===== config.mk =====
export PLATFORM = sky130hd
export DESIGN_NAME = mrqs_row
export DESIGN_NICKNAME = d
export VERILOG_FILES = /design/src/hw/rtl/multilevel_ready_queue_scheduler_macros.svh /design/src/hw/rtl/mrqs_pkg.sv /design/src/hw/rtl/mrqs_cell.sv /design/src/hw/rtl/mrqs_row.sv
export SDC_FILE = /design/constraint.sdc
export NUM_CORES = 2
export LEC_CHECK = 0
export BUFFER_PORTS_ARGS = -buffer_cell sky130_fd_sc_hd__buf_4
export CORE_UTILIZATION = 60
export DETAILED_ROUTE_END_ITERATION = 8
export PLACE_DENSITY = 0.79
export SLEW_MARGIN = 15
export SYNTH_ARGS = -nofsm -noshare
export SYNTH_HDL_FRONTEND = slang
export SYNTH_HIERARCHICAL = 1
export SYNTH_SLANG_ARGS = --single-unit

===== constraint.sdc =====
create_clock -name i_clk -period 2.85 [get_ports i_clk]
set_input_delay 0.1425 -clock i_clk [delete_from_list [all_inputs] [get_ports i_clk]]
set_output_delay 0.1425 -clock i_clk [all_outputs]
set_load 0.01 [all_outputs]

===== src/hw/rtl/multilevel_ready_queue_scheduler_macros.svh =====
// assertion macros for the ready queue scheduler
// used by files that hold concurrent checks; expects i_clk and i_rst_n in scope
`ifndef MULTILEVEL_READY_QUEUE_SCHEDULER_MACROS_SVH
`define MULTILEVEL_READY_QUEUE_SCHEDULER_MACROS_SVH

// same-cycle implication
`define MRQS_ASSERT_IMPL(label, ante, cons) \
    label: assert property (@(posedge i_clk) disable iff (!i_rst_n) (ante) |-> (cons)) \
        else $error("mrqs check failed");

// next-cycle implication
`define MRQS_ASSERT_NEXT(label, ante, cons) \
    label: assert property (@(posedge i_clk) disable iff (!i_rst_n) (ante) |=> (cons)) \
        else $error("mrqs check failed");

`endif


===== src/hw/rtl/mrqs_pkg.sv =====
// shared types and codes for the ready queue scheduler
// no dependencies
package mrqs_pkg;

    localparam int IDW = 10;

    // request op codes
    localparam logic [1:0] OP_ADD    = 2'd0;
    localparam logic [1:0] OP_PICK   = 2'd1;
    localparam logic [1:0] OP_REMOVE = 2'd2;
    localparam logic [1:0] OP_UNUSED = 2'd3;

    // result status codes
    localparam logic [1:0] STAT_OK       = 2'd0;
    localparam logic [1:0] STAT_BADLEVEL = 2'd1;
    localparam logic [1:0] STAT_NONE     = 2'd2;
    localparam logic [1:0] STAT_FULL     = 2'd3;

    // row commands
    localparam logic [2:0] CMD_NOP       = 3'd0;
    localparam logic [2:0] CMD_LOAD      = 3'd1;
    localparam logic [2:0] CMD_MATCH     = 3'd2;
    localparam logic [2:0] CMD_PREFIX    = 3'd3;
    localparam logic [2:0] CMD_SHIFT_HIT = 3'd4;
    localparam logic [2:0] CMD_POP       = 3'd5;

    typedef struct packed {
        logic [1:0]     op;
        logic [IDW-1:0] task_id;
        logic [2:0]     level;
    } t_in;

    typedef struct packed {
        logic [1:0]     status;
        logic [IDW-1:0] chosen_id;
    } t_out;

    typedef struct packed {
        logic [2:0]     cmd;
        logic [IDW-1:0] id;
    } t_row_ctl;

endpackage


===== src/hw/rtl/mrqs_cell.sv =====
// one queue slot: holds an id and a match flag
// no dependencies
module mrqs_cell #(
    parameter int W = 10
) (
    input  logic         i_clk,
    input  logic         i_load,
    input  logic [W-1:0] i_load_id,
    input  logic         i_shift,
    input  logic [W-1:0] i_right_id,
    input  logic         i_hit_wr,
    input  logic         i_hit_d,
    output logic [W-1:0] o_id,
    output logic         o_hit
);

    logic [W-1:0] r_id;
    logic         r_hit;

    // slot data: pull from right neighbor or load at the tail
    always_ff @(posedge i_clk) begin
        if (i_shift) begin
            r_id <= i_right_id;
        end else if (i_load) begin
            r_id <= i_load_id;
        end
        if (i_hit_wr) begin
            r_hit <= i_hit_d;
        end
    end

    assign o_id  = r_id;
    assign o_hit = r_hit;

endmodule


===== src/hw/rtl/mrqs_row.sv =====
// one priority level: a chain of slot cells with a log-step match prefix
// depends on mrqs_pkg and mrqs_cell
module mrqs_row #(
    parameter int DEPTH = 64,
    parameter int SB    = 10,
    parameter int LENW  = 7,
    parameter int STEPS = 6,
    parameter int SW    = 3
) (
    input  logic              i_clk,
    input  logic              i_sel,
    input  mrqs_pkg::t_row_ctl i_ctl,
    input  logic [SW-1:0]     i_step,
    input  logic [LENW-1:0]   i_len,
    output logic [SB-1:0]     o_head,
    output logic              o_found
);

    logic [SB-1:0]    id_v [DEPTH];
    logic [DEPTH-1:0] hit_v;

    genvar i, s;
    generate
        for (i = 0; i < DEPTH; i++) begin : g_cell
            logic [SB-1:0]    right_id;
            logic [STEPS-1:0] cand;
            logic             in_range;
            logic             load;
            logic             shift;
            logic             hit_wr;
            logic             hit_d;

            // neighbor data
            if (i == DEPTH - 1) begin : g_last
                assign right_id = '0;
            end else begin : g_mid
                assign right_id = id_v[i+1];
            end

            // hit flags at distance 2^s to the left
            for (s = 0; s < STEPS; s++) begin : g_cand
                if (i >= (1 << s)) begin : g_has
                    assign cand[s] = hit_v[i-(1<<s)];
                end else begin : g_none
                    assign cand[s] = 1'b0;
                end
            end

            assign in_range = LENW'(i) < i_len;
            assign load     = i_sel && (i_ctl.cmd == mrqs_pkg::CMD_LOAD) && (i_len == LENW'(i));
            assign shift    = i_sel && ((i_ctl.cmd == mrqs_pkg::CMD_POP) ||
                              ((i_ctl.cmd == mrqs_pkg::CMD_SHIFT_HIT) && hit_v[i]));
            assign hit_wr   = i_sel && ((i_ctl.cmd == mrqs_pkg::CMD_MATCH) ||
                              (i_ctl.cmd == mrqs_pkg::CMD_PREFIX));
            assign hit_d    = (i_ctl.cmd == mrqs_pkg::CMD_MATCH) ?
                              ((id_v[i] == i_ctl.id[SB-1:0]) && in_range) :
                              (hit_v[i] | cand[i_step]);

            mrqs_cell #(.W(SB)) u_cell (
                .i_clk      (i_clk),
                .i_load     (load),
                .i_load_id  (i_ctl.id[SB-1:0]),
                .i_shift    (shift),
                .i_right_id (right_id),
                .i_hit_wr   (hit_wr),
                .i_hit_d    (hit_d),
                .o_id       (id_v[i]),
                .o_hit      (hit_v[i])
            );
        end
    endgenerate

    assign o_head  = id_v[0];
    assign o_found = hit_v[DEPTH-1];

endmodule


==> summary.md <==
| Metric | Value |
|---|---|
| H-tree depth | 3 |
| First-pass GRT wire length | around 180000 um |
| CP max FO | 10 |
| Worst skew pair latency | between 600 and 700 ps |
| Vert. Die Dim | roughly 270 um |
| Setup crit end kind | flop |
| Fraction of synthesis flops using an asynchronous set or reset pin | 0% |
| Predominant post-synthesis flop cell | edfxtp_1 |
| Hold Worst Slack | slightly above 60 ps |
| Pins Over Slew Limit | 0 |
| Worst EP arrival | between 2000 and 2500 ps |
| EDFF count, synth | about 700 |
| Peak supply drop | 0.430 mV |
| Post-route ant nets | 0 |
| Setup TNS Final | 0 ps |
| TritonCTS clock tree | built |
| Final core utilization | about two thirds |
| CTS Buf Count | 77 |
| Slew @ Worst Pin | between 800 and 900 ps |
| Die area | 72900 um^2 |
| Maximum clock rate | 0.468 GHz |
| Final nets | between 3k and 4k |
| Clk buf depth | 3 |
| Starting Density | between 60 and 70% |
| Status | complete, no violations |
| Rel. slew slack | approximately 44% |
| Cell area power density | 532 nW/um^2 |
| Core area | 70500 um^2 |
| Antenna violations before repair | 7 |
| Placer Congestion | just over 1 |
| DRT iter0 DRCs | about 3.4k |
| I/O pins | 36 |
| Vias in the first global route | ~28k |
| Critical path class | in2reg |
| Combinational Power Share | about an eighth |
| Syn Area/Cell | around 13 um^2 |
| Routed wire length | between 100000 and 150000 um |
| Post-CTS Resized | 0 |
| Worst Path Required | 3140 ps |
| IO buf count | 35 |
| Cell Chain, Critical Path | buf_4 -> nor4bb_2 -> buf_4 -> nand3_1 -> nor2_1 -> or2_1 |
| Switching Fraction | 24.5% |
| RSZ-0062 raised after global routing | false |
| Leak pwr | 17.0 nW |
| First-pass DRT Iterations | 6 |
| Post-DP HPWL | approximately 85000 um |
| CP Launch Type | input port |
| Final hold viol count | 0 |
| Post-CTS Setup Bufs | 0 |
| GRT overflow | 0 |
| Die Wd | about 270 um |
| Synth cell types | 54 |
| Delay-heaviest family, CP | simple AND/OR/NAND/NOR gates |
| Net Sw Power | between 6 and 7 mW |
| Worst path bufs/invs | 2 |
| Clock root buffer | clkbuf_16 |
| Sequential-to-total area share from yosys stat | between 40% and 50% |
| Post-cts hold buffer count | 0 |
| # DRC | 0 |
| Wire per inst | approximately 28 um |
| Int Power | approximately 19 mW |
| Clk_skew | ~21 ps |
| Hold Path Class | in2reg |
| GRT Util Overall | 32.8% |
| Row count | just under 100 |
| Flop pwr share | a little under half |
| Vias post-DR | roughly 28k |
| Synth Warn # | 6 |
| Post-Syn Instances | 3202 |
| Critical path's largest stage delay | 590 ps |
| Layout cell share with drive strength beyond 1 | between 20 and 30% |
| Setup violations, final | 0 |
| Tcrit/Tclk final | roughly three quarters |
| Largest net degree at the start of global routing | 80 |
| Sink Count | between 700 and 800 |
| Clock-pin transition on the worst setup and hold timing paths | approximately 70 ps |
| Flops & latches, synth | 704 |
| Clk pwr share | between 30 and 40% |
| CP most frequent cell | buf_4 |
| Worst path slowest cell | nor4bb_2 |
| Netlist Area Pre-Place | 43100 um^2 |
| Vias/cell | approximately 6.5 |
| Layout area overhead | 10.1% |
| Number of max-cap violations | 0 |
| Final min period | roughly 2100 ps |
## logic make-up after synthesis
logic type      share of synthesized area (%)
buf+inv                                  3.32
other cells                           0.00870
simple gates                             8.22
mux                                      22.0
compound gates                           4.36
xor+xnor                                 13.0
flops                                    49.1
## metal layers
layer	vias up	track usage [%]	share of wire [%]
met2	1386	54.8	48
met3	334	5.60	8.1
met1	14130	41.9	39
met5	-	0	0.055
met4	10	14.4	4.7
li1	12014	-	-
## stage by stage
| step | setup slack (ps) | cell area [um^2] | cells | total power, mW |
|---|---|---|---|---|
| 4_1_cts | 822 | 47400 | 4308 | 25.2 |
| 3_5_place_dp | 171 | 45000 | 4173 | 15.5 |
| 6_report | 715 | 47400 | 4312 | 25.2 |
| 2_1_floorplan | 674 | 43100 | 3211 | 14.5 |
| 5_1_grt | 605 | 47400 | 4311 | 25.8 |
| 3_3_place_gp | 251 | 45000 | 4173 | 15.4 |
## power groups by stage
| stage | sequential [mW] | clock, mW | combinational [mW] |
|---|---|---|---|
| after floorplan | 12.1 | 0 | 2.32 |
| after global placement | 12.2 | 0 | 3.16 |
| after detailed placement | 12.2 | 0 | 3.24 |
| after CTS | 12.0 | 9.95 | 3.27 |
| after global routing | 12.0 | 10.3 | 3.48 |
| final | 12.0 | 9.88 | 3.32 |
## cells in the final DEF (no fill, tap or decap), types with 12 or more instances in the layout
| master | instances |
|---|---|
| nor2_1 | 210 |
| edfxtp_1 | 704 |
| mux2_4 | 576 |
| nand2_1 | 83 |
| nor3_1 | 24 |
| clkbuf_16 | 78 |
| xor2_1 | 370 |
| buf_4 | 205 |
| nand4_1 | 68 |
| buf_12 | 23 |
| clkbuf_1 | 18 |
| nand2b_1 | 59 |
| o22ai_1 | 16 |
| clkinv_1 | 12 |
| nand3_1 | 29 |
| o31ai_1 | 23 |
| a21oi_1 | 148 |
| o2111ai_1 | 19 |
| o41ai_1 | 23 |
| mux2_2 | 64 |
| xnor2_1 | 270 |
| or2_1 | 64 |
| nor4_1 | 100 |
| o21ai_0 | 33 |
| a211oi_1 | 12 |
## cells in the mapped netlist (60+ instances only)
cell / count / area [um^2]
nor2_1: 210 / 788
xnor2_1: 270 / 2360
or2_1: 64 / 400
a21oi_1: 148 / 741
mux2_4: 576 / 8650
nand2b_1: 60 / 375
nand2_1: 83 / 312
edfxtp_1: 704 / 21100
xor2_1: 370 / 3240
nor4_1: 100 / 626
buf_6: 66 / 743
nand4_1: 68 / 425
mux2_2: 64 / 721
buf_2: 88 / 440
## registers in the layout, summed over array words and instances, names as in the netlist
signal               cells
g_cell.u_cell/o_id     640
g_cell.u_cell/o_hit     64
## cell type report
cell class	instances	area [um^2]
multi-input cells	2289	20600
flip-flops and latches	704	21100
clock inverters	39	395
repair buffers	238	2110
diodes	4	10.0
clock buffers	96	2020
well taps	940	1180
fillers	4817	23100
inverters	2	7.51
## path summary, 6_finish.rpt
| path | start | endpoint | slack, ps | depth (start not counted) |
|---|---|---|---|---|
| setup reg to reg | g_cell[59].u_cell/o_id[1] | g_cell[59].u_cell/o_hit | 790 | 4 |
| setup / recovery | i_ctl[12] | g_cell[30].u_cell/o_id[1] | 720 | 6 |
| hold reg to reg | g_cell[35].u_cell/o_id[9] | g_cell[34].u_cell/o_id[9] | 580 | 1 |
| hold / removal | i_len[6] | g_cell[63].u_cell/o_hit | 60 | 3 |
## worst reg2reg max path, cell delays in order (launching register included)
cell and delay (ps):
edfxtp_1 420, xor2_1 160, nor4_1 660, o2111ai_1 310
o32ai_1 330
(Power assumes the default switching activity.)
